`src/sv/pal_pkg.sv`:
```
// Shared constants and types for the positional array list core.
package pal_pkg;

    // Default list capacity and fixed field widths
    localparam int LIST_DEPTH_DEF = 64;
    localparam int DATA_W         = 32;
    localparam int POS_W          = 7;
    localparam int IDX_W          = 6;
    localparam int STAT_W         = 3;
    localparam int ACT_W          = 2;

    // Action codes of an input item
    localparam logic [ACT_W-1:0] ACT_INSERT   = 2'd0;
    localparam logic [ACT_W-1:0] ACT_DELETE   = 2'd1;
    localparam logic [ACT_W-1:0] ACT_SEARCH   = 2'd2;
    localparam logic [ACT_W-1:0] ACT_TRAVERSE = 2'd3;

    // Status codes of a result item
    localparam logic [STAT_W-1:0] ST_OK     = 3'd0;
    localparam logic [STAT_W-1:0] ST_BADPOS = 3'd1;
    localparam logic [STAT_W-1:0] ST_FULL   = 3'd2;
    localparam logic [STAT_W-1:0] ST_MISS   = 3'd3;
    localparam logic [STAT_W-1:0] ST_EMPTY  = 3'd4;

    // Port strobes from the sequencer to the element store
    typedef struct packed {
        logic wr_en;
        logic rd_en;
    } t_ram_ctl;

endpackage

```
`src/sv/positional_array_list_core.sv`:
```
// Top level of the positional array list: sequencer, count and result register.
//
//   channel | direction | handshake                 | payload
//   --------+-----------+---------------------------+-----------------------------------
//   in      | to core   | i_in_valid / o_in_stall   | i_action, i_value, i_position
//   out     | from core | o_out_valid / i_out_stall | o_status, o_found_index,
//           |           |                           | o_item_value, o_list_count,
//           |           |                           | o_last_item
//
// One item at a time; the element store's single read and write port sets the pace.
// Insert moves the entries from the position upward one place up, then writes the value;
// delete moves the entries behind the position one place down; search reads from index 0
// until a match or the end; traverse emits one result per entry; rejects go straight out.
// Reset clears the count and the control state; the store keeps its contents.
// A stalled result holds the next result back, and the core waits with its input stalled.
module positional_array_list_core #(
    parameter int LIST_DEPTH = pal_pkg::LIST_DEPTH_DEF
) (
    input  logic                              i_clk,
    input  logic                              i_rst_n,
    input  logic                              i_in_valid,
    output logic                              o_in_stall,
    input  logic [pal_pkg::ACT_W-1:0]         i_action,
    input  logic signed [pal_pkg::DATA_W-1:0] i_value,
    input  logic [pal_pkg::POS_W-1:0]         i_position,
    output logic                              o_out_valid,
    input  logic                              i_out_stall,
    output logic [pal_pkg::STAT_W-1:0]        o_status,
    output logic [pal_pkg::IDX_W-1:0]         o_found_index,
    output logic signed [pal_pkg::DATA_W-1:0] o_item_value,
    output logic [pal_pkg::POS_W-1:0]         o_list_count,
    output logic                              o_last_item
);

    localparam int AW = (LIST_DEPTH > 1) ? $clog2(LIST_DEPTH) : 1;
    localparam logic [pal_pkg::POS_W-1:0] DEPTH_CNT = pal_pkg::POS_W'(LIST_DEPTH);

    typedef enum logic [5:0] {
        S_IDLE  = 6'b000001,
        S_SHIFT = 6'b000010,
        S_SCAN  = 6'b000100,
        S_TRAV  = 6'b001000,
        S_TEMIT = 6'b010000,
        S_OUT   = 6'b100000
    } t_state;

    t_state                        r_state, n_state;
    logic [pal_pkg::ACT_W-1:0]     r_act, n_act;
    logic [pal_pkg::DATA_W-1:0]    r_key, n_key;
    logic [pal_pkg::POS_W-1:0]     r_pos, n_pos;
    logic [pal_pkg::POS_W-1:0]     r_idx, n_idx;
    logic [pal_pkg::POS_W-1:0]     r_cnt, n_cnt;
    logic [AW-1:0]                 r_wa, n_wa;
    logic                          r_pend, n_pend;
    logic [pal_pkg::STAT_W-1:0]    r_stat, n_stat;
    logic [pal_pkg::IDX_W-1:0]     r_fidx, n_fidx;
    logic [pal_pkg::DATA_W-1:0]    r_oval, n_oval;

    logic                          r_out_valid, n_out_valid;
    logic [pal_pkg::STAT_W-1:0]    r_out_stat, n_out_stat;
    logic [pal_pkg::IDX_W-1:0]     r_out_idx, n_out_idx;
    logic [pal_pkg::DATA_W-1:0]    r_out_val, n_out_val;
    logic [pal_pkg::POS_W-1:0]     r_out_cnt, n_out_cnt;
    logic                          r_out_last, n_out_last;

    pal_pkg::t_ram_ctl             ram_ctl;
    logic [AW-1:0]                 wr_addr, rd_addr;
    logic [pal_pkg::DATA_W-1:0]    wr_data, rd_data;
    logic                          in_acc, out_free;
    logic [pal_pkg::POS_W-1:0]     idx_inc, idx_dec;

    assign in_acc   = i_in_valid && !o_in_stall;
    assign out_free = !r_out_valid || !i_out_stall;
    assign idx_inc  = r_idx + 7'd1;
    assign idx_dec  = r_idx - 7'd1;

    pal_ram #(
        .DEPTH (LIST_DEPTH),
        .AW    (AW)
    ) u_ram (
        .i_clk     (i_clk),
        .i_ctl     (ram_ctl),
        .i_wr_addr (wr_addr),
        .i_wr_data (wr_data),
        .i_rd_addr (rd_addr),
        .o_rd_data (rd_data)
    );

    // Sequence the item through the store and load the result register
    always_comb begin
        n_state     = r_state;
        n_act       = r_act;
        n_key       = r_key;
        n_pos       = r_pos;
        n_idx       = r_idx;
        n_cnt       = r_cnt;
        n_wa        = r_wa;
        n_pend      = r_pend;
        n_stat      = r_stat;
        n_fidx      = r_fidx;
        n_oval      = r_oval;
        n_out_valid = r_out_valid && i_out_stall;
        n_out_stat  = r_out_stat;
        n_out_idx   = r_out_idx;
        n_out_val   = r_out_val;
        n_out_cnt   = r_out_cnt;
        n_out_last  = r_out_last;
        ram_ctl     = '0;
        wr_addr     = r_wa;
        wr_data     = rd_data;
        rd_addr     = r_idx[AW-1:0];

        unique case (r_state)
            S_IDLE: begin
                if (in_acc) begin
                    n_act  = i_action;
                    n_key  = i_value;
                    n_pos  = i_position;
                    n_pend = 1'b0;
                    n_fidx = '0;
                    n_oval = '0;
                    n_stat = pal_pkg::ST_OK;
                    unique case (i_action)
                        pal_pkg::ACT_INSERT: begin
                            n_idx = r_cnt;
                            if (i_position > r_cnt) begin
                                n_stat  = pal_pkg::ST_BADPOS;
                                n_state = S_OUT;
                            end else if (r_cnt >= DEPTH_CNT) begin
                                n_stat  = pal_pkg::ST_FULL;
                                n_state = S_OUT;
                            end else begin
                                n_state = S_SHIFT;
                            end
                        end
                        pal_pkg::ACT_DELETE: begin
                            n_idx = i_position;
                            if (i_position >= r_cnt) begin
                                n_stat  = pal_pkg::ST_BADPOS;
                                n_state = S_OUT;
                            end else begin
                                n_state = S_SHIFT;
                            end
                        end
                        pal_pkg::ACT_SEARCH: begin
                            n_idx   = '0;
                            n_oval  = i_value;
                            n_state = S_SCAN;
                        end
                        default: begin
                            n_idx = '0;
                            if (r_cnt == '0) begin
                                n_stat  = pal_pkg::ST_EMPTY;
                                n_state = S_OUT;
                            end else begin
                                n_state = S_TRAV;
                            end
                        end
                    endcase
                end
            end
            S_SHIFT: begin
                // Retire the entry read last cycle into its new place
                ram_ctl.wr_en = r_pend;
                if (r_act == pal_pkg::ACT_INSERT) begin
                    if (r_idx > r_pos) begin
                        ram_ctl.rd_en = 1'b1;
                        rd_addr       = idx_dec[AW-1:0];
                        n_wa          = r_idx[AW-1:0];
                        n_pend        = 1'b1;
                        n_idx         = idx_dec;
                    end else begin
                        n_pend = 1'b0;
                        if (!r_pend) begin
                            ram_ctl.wr_en = 1'b1;
                            wr_addr       = r_pos[AW-1:0];
                            wr_data       = r_key;
                            n_cnt         = r_cnt + 7'd1;
                            n_state       = S_OUT;
                        end
                    end
                end else begin
                    if (idx_inc < r_cnt) begin
                        ram_ctl.rd_en = 1'b1;
                        rd_addr       = idx_inc[AW-1:0];
                        n_wa          = r_idx[AW-1:0];
                        n_pend        = 1'b1;
                        n_idx         = idx_inc;
                    end else begin
                        n_pend = 1'b0;
                        if (!r_pend) begin
                            n_cnt   = r_cnt - 7'd1;
                            n_state = S_OUT;
                        end
                    end
                end
            end
            S_SCAN: begin
                // Compare the entry read last cycle, read the next one
                if (r_pend && (rd_data == r_key)) begin
                    n_stat  = pal_pkg::ST_OK;
                    n_fidx  = pal_pkg::IDX_W'(r_wa);
                    n_pend  = 1'b0;
                    n_state = S_OUT;
                end else if (r_idx < r_cnt) begin
                    ram_ctl.rd_en = 1'b1;
                    n_wa          = r_idx[AW-1:0];
                    n_pend        = 1'b1;
                    n_idx         = idx_inc;
                end else begin
                    n_pend = 1'b0;
                    if (!r_pend) begin
                        n_stat  = pal_pkg::ST_MISS;
                        n_state = S_OUT;
                    end
                end
            end
            S_TRAV: begin
                ram_ctl.rd_en = 1'b1;
                n_wa          = r_idx[AW-1:0];
                n_idx         = idx_inc;
                n_state       = S_TEMIT;
            end
            S_TEMIT: begin
                if (out_free) begin
                    n_out_valid = 1'b1;
                    n_out_stat  = pal_pkg::ST_OK;
                    n_out_idx   = pal_pkg::IDX_W'(r_wa);
                    n_out_val   = rd_data;
                    n_out_cnt   = r_cnt;
                    n_out_last  = (r_idx == r_cnt);
                    n_state     = (r_idx == r_cnt) ? S_IDLE : S_TRAV;
                end
            end
            S_OUT: begin
                if (out_free) begin
                    n_out_valid = 1'b1;
                    n_out_stat  = r_stat;
                    n_out_idx   = r_fidx;
                    n_out_val   = r_oval;
                    n_out_cnt   = r_cnt;
                    n_out_last  = 1'b1;
                    n_state     = S_IDLE;
                end
            end
            default: begin
                n_state = S_IDLE;
            end
        endcase
    end

    // Control state
    always_ff @(posedge i_clk) begin
        if (!i_rst_n) begin
            r_state     <= S_IDLE;
            r_cnt       <= '0;
            r_pend      <= 1'b0;
            r_out_valid <= 1'b0;
        end else begin
            r_state     <= n_state;
            r_cnt       <= n_cnt;
            r_pend      <= n_pend;
            r_out_valid <= n_out_valid;
        end
    end

    // Working and result payload
    always_ff @(posedge i_clk) begin
        r_act      <= n_act;
        r_key      <= n_key;
        r_pos      <= n_pos;
        r_idx      <= n_idx;
        r_wa       <= n_wa;
        r_stat     <= n_stat;
        r_fidx     <= n_fidx;
        r_oval     <= n_oval;
        r_out_stat <= n_out_stat;
        r_out_idx  <= n_out_idx;
        r_out_val  <= n_out_val;
        r_out_cnt  <= n_out_cnt;
        r_out_last <= n_out_last;
    end

    assign o_in_stall    = (r_state != S_IDLE);
    assign o_out_valid   = r_out_valid;
    assign o_status      = r_out_stat;
    assign o_found_index = r_out_idx;
    assign o_item_value  = r_out_val;
    assign o_list_count  = r_out_cnt;
    assign o_last_item   = r_out_last;

`ifndef SYNTHESIS
    // Count stays within capacity
    a_cnt_range: assert property (@(posedge i_clk) disable iff (!i_rst_n)
        r_cnt <= DEPTH_CNT)
        else $error("list count above capacity");

    // Count moves by at most one per item
    a_cnt_step: assert property (@(posedge i_clk) disable iff (!i_rst_n)
        (r_cnt != $past(r_cnt)) |->
            ((r_cnt == $past(r_cnt) + 7'd1) || (r_cnt == $past(r_cnt) - 7'd1)))
        else $error("list count jumped");

    // An accepted item always leaves idle
    a_acc_busy: assert property (@(posedge i_clk) disable iff (!i_rst_n)
        in_acc |=> (r_state != S_IDLE))
        else $error("item accepted but sequencer stayed idle");

    // The store is written only while shifting
    a_wr_shift: assert property (@(posedge i_clk) disable iff (!i_rst_n)
        ram_ctl.wr_en |-> (r_state == S_SHIFT))
        else $error("store written outside a shift");
`endif

endmodule

```
`src/sv/pal_ram.sv`:
```
// Element store: one write port, one registered read port.
module pal_ram #(
    parameter int DEPTH = pal_pkg::LIST_DEPTH_DEF,
    parameter int AW    = (DEPTH > 1) ? $clog2(DEPTH) : 1
) (
    input  logic                       i_clk,
    input  pal_pkg::t_ram_ctl          i_ctl,
    input  logic [AW-1:0]              i_wr_addr,
    input  logic [pal_pkg::DATA_W-1:0] i_wr_data,
    input  logic [AW-1:0]              i_rd_addr,
    output logic [pal_pkg::DATA_W-1:0] o_rd_data
);

    logic [pal_pkg::DATA_W-1:0] r_mem [DEPTH];
    logic [pal_pkg::DATA_W-1:0] r_rd_data;

    // Write one entry
    always_ff @(posedge i_clk) begin
        if (i_ctl.wr_en) begin
            r_mem[i_wr_addr] <= i_wr_data;
        end
    end

    // Read one entry; hold the data until the next read
    always_ff @(posedge i_clk) begin
        if (i_ctl.rd_en) begin
            r_rd_data <= r_mem[i_rd_addr];
        end
    end

    assign o_rd_data = r_rd_data;

endmodule
```
`config.mk`:
```
export PLATFORM = sky130hd
export DESIGN_NAME = positional_array_list_core
export DESIGN_NICKNAME = d
export VERILOG_FILES = /design/src/sv/pal_pkg.sv /design/src/sv/positional_array_list_core.sv /design/src/sv/pal_ram.sv
export SDC_FILE = /design/constraint.sdc
export NUM_CORES = 2
export LEC_CHECK = 0
export BUFFER_PORTS_ARGS = -buffer_cell sky130_fd_sc_hd__buf_2
export CORE_MARGIN = 2
export CORE_UTILIZATION = 60
export CTS_CLUSTER_SIZE = 24
export DETAILED_ROUTE_END_ITERATION = 6
export PLACE_DENSITY = 0.73
export SLEW_MARGIN = 5
export SYNTH_ARGS = -nofsm -noshare
export SYNTH_HDL_FRONTEND = slang
export SYNTH_SLANG_ARGS = --single-unit
```
`constraint.sdc`:
```
create_clock -name i_clk -period 7.2 [get_ports i_clk]
set_input_delay 0.72 -clock i_clk [delete_from_list [all_inputs] [get_ports i_clk]]
set_output_delay 0.72 -clock i_clk [all_outputs]
set_load 0.01 [all_outputs]
```
==> impl_metrics.env <==
export IMPL_rsz0062_at_grt="no"
export IMPL_p_leak_nw=33.9
export IMPL_vias_per_cell=6.79
export IMPL_hold_path_class="input pin to flip-flop"
export IMPL_p_per_area_mw_per_mm2=361
export IMPL_crit_fanout=93
export IMPL_post_cts_buffers=0
export IMPL_hold_worst_slack_ns=0.0610
export IMPL_drive_gt1_share_pct=11.0
export IMPL_max_cap_violations=1
export IMPL_initial_core_util_pct=60.3
export IMPL_setup_viol=0
export IMPL_drc=0
export IMPL_syn_area_mm2=0.0902
export IMPL_synthesis_instances=6344
export IMPL_grt_max_degree=249
export IMPL_ys_top_cells_by_area="edfxtp_1, nand2_1, and3_1"
export IMPL_ant_nets=0
export IMPL_clk_insertion_delay_late_ns=0.85
export IMPL_cts_max_level=4
export IMPL_cts_root_buf="clkbuf_16"
export IMPL_async_reset_ff_share_pct=0
export IMPL_fmax_mhz=160
export IMPL_post_drt_wl_per_cell_um=29.7
export IMPL_yosysTopAreaCell="edfxtp_1"
export IMPL_synth_commonest_cells="edfxtp_1, nand2_1, and3_1"
export IMPL_gr_total_overflow=0
export IMPL_ys_warn_count=0
export IMPL_cp_startpoint="r_idx[4]$_DFFE_PP_"
export IMPL_via_count=58000
export IMPL_clockBufferDepth=3
export IMPL_syn_area_per_cell_um2=14.2
export IMPL_rows=142
export IMPL_cts_made_buffers=210
export IMPL_fin_crit_sh_pct=86.9
export IMPL_cp_end_kind="flip-flop"
export IMPL_violations="max-capacitance violations"
export IMPL_cp_start_kind="flip-flop"
export IMPL_multi_input_area_mm2=0.0218
export IMPL_postCtsHoldBufs=0
export IMPL_drt_iter0_markers=9678
export IMPL_areaGrowthSynthToFinish_pct=11.0
export IMPL_seq_area_frac_synth_pct=74.4
export IMPL_ys_flop_type="edfxtp_1"
export IMPL_grt_pass1_vias=55200
export IMPL_fp_dieH_um=392
export IMPL_synth_most_common_cell="edfxtp_1"
export IMPL_ir_worst_vdd_mv=0.542
export IMPL_tightest_slew_ns=1.48
export IMPL_synth_cell_types=67
export IMPL_grt_pass1_wl_um=365000
export IMPL_cts_sinks=2239
export IMPL_antenna_found_initial=7
export IMPL_clkTransAtPathRegs_ns=0.06
export IMPL_cts_resized=0
export IMPL_min_path_cells=1
export IMPL_synth_edf_count=2224
export IMPL_min_period_ns=6.25
export IMPL_hold_viol=0
export IMPL_nets=6435
export IMPL_die_w_um=392
export IMPL_hp_start="i_value[15]"
export IMPL_num_io_pins=96
export IMPL_dp_cells=8158
export IMPL_final_util_pct=66.9
export IMPL_final_cells=8541
export IMPL_first_pass_iters=6
export IMPL_cts_tree="built"
export IMPL_core_area_mm2=0.150
export IMPL_finalWirelength_um=253000
export IMPL_r2r_start="r_idx[4]$_DFFE_PP_"
export IMPL_status="complete, but fails checks"
export IMPL_grt_util_all_layers_pct=32.8
export IMPL_relSlewSlack_pct=0.237
export IMPL_fill_cells=10000
export IMPL_skew_ns=0.0284
export IMPL_seq_area_mm2=0.0671
export IMPL_numPortBuffers=95
export IMPL_arrival_ns=6.86
export IMPL_dp_hpwl_um=132000
export IMPL_path_class="flip-flop to flip-flop"
export IMPL_gp_congestion=0.930
export IMPL_synth_seq_cells=2239
export IMPL_finalSetupTns_ns=0
export IMPL_syn_num_nets=6425
export IMPL_synth_top_area_share_pct=74.0
export IMPL_r2r_cells=16
export IMPL_drv_slew=0
export IMPL_die_area_mm2=0.153
export IMPL_worstPathRequired_ns=7.80
## layer usage
layer / GRT usage (%) / vias to the layer above / wire [µm]
li1: - / 24600 / -
met2: 49.1 / 4114 / 113000
met1: 45.9 / 28700 / 93500
met5: 0 / - / 0
met3: 7.78 / 544 / 34300
met4: 15.4 / 0 / 12200
## power breakdown
part	total, W	switching [W]	internal [W]
clock network	0.0105	0.00466	0.00586
registers	0.0146	0.000134	0.0145
logic	0.0110	0.00787	0.00312
total	0.0362	0.0127	0.0235
## per-stage QoR
step	power, W	worst slack [ns]	area (µm²)
floorplan	0.0218	2.89	90200
global placement	0.0254	1.34	93700
detailed placement	0.0255	1.25	93700
CTS	0.0359	1.20	100000
global route	0.0373	0.769	100000
finish	0.0362	0.946	100000
## flip-flops by register name, summed over array words and instances, names as in the netlist, 2 cells and up
signal and cells:
r_wa 6, u_ram.r_mem 2048, r_pos 7, u_ram.o_rd_data 32
r_key 32, r_oval 32, r_cnt 7, o_found_index 6
r_act 2, r_idx 7, o_list_count 7, o_item_value 32
r_fidx 6, o_status 3, r_state 6, r_stat 3
## placed cells by master, fill, tap and decap left out, types with 33 or more instances in the layout
cell type / instances
edfxtp_1: 2224
nand2_1: 1071
and3_1: 411
nand3_1: 373
a221oi_1: 252
clkbuf_16: 213
a31oi_1: 192
buf_4: 159
o21ai_0: 138
a211oi_1: 127
a21oi_1: 125
mux2i_1: 117
buf_2: 95
nand4_1: 75
nor2_4: 67
clkbuf_1: 67
o22ai_1: 65
and2_1: 49
clkinv_1: 48
xnor2_1: 45
nor3_1: 45
mux2_2: 41
ha_1: 35
o211ai_1: 34
a32oi_1: 34
nand2_2: 33
o2111ai_1: 33
o2bb2ai_1: 33
## cell type report
cell class | count | share of cell area [%]
sequential | 2239 | 67.0
antenna | 5 | 0.0125
timing repair buffer | 281 | 2.21
tap | 2016 | 2.52
multi-input combinational | 3594 | 21.7
inverter | 28 | 0.105
clock buffer | 282 | 5.60
clock inverter | 96 | 0.810
## critical path, stage by stage (launching register included)
cell,delay [ns]
edfxtp_1,0.65
and3_1,0.23
nand3_1,0.09
xnor2_1,0.33
inv_1,0.14
ha_1,0.33
a21oi_1,0.14
o2111ai_1,0.24
or2_1,0.42
a32oi_4,0.25
buf_12,0.41
buf_4,0.73
a221oi_1,0.22
o21ai_0,0.27
nand4_1,0.49
a211o_1,0.56
a31oi_1,0.37
## path summary, 6_finish.rpt
| kind | endpoint | slack, ns |
|---|---|---|
| max reg2reg | u_ram.o_rd_data[16]$_DFFE_PP_ | 0.95 |
| max | u_ram.o_rd_data[16]$_DFFE_PP_ | 0.95 |
| min reg2reg | o_status[0]$_SDFFCE_PN0P_ | 0.52 |
| min | r_key[15]$_DFFE_PP_ | 0.06 |
## cell families after synthesis
kind of cell	synth area share (%)
compound gates	8.80
xor+xnor	0.476
fa+ha+maj	0.508
buf+inv	2.30
flops	74.4
mux	1.86
simple gates	11.7
Note: power is estimated with default switching activity, not from simulation.
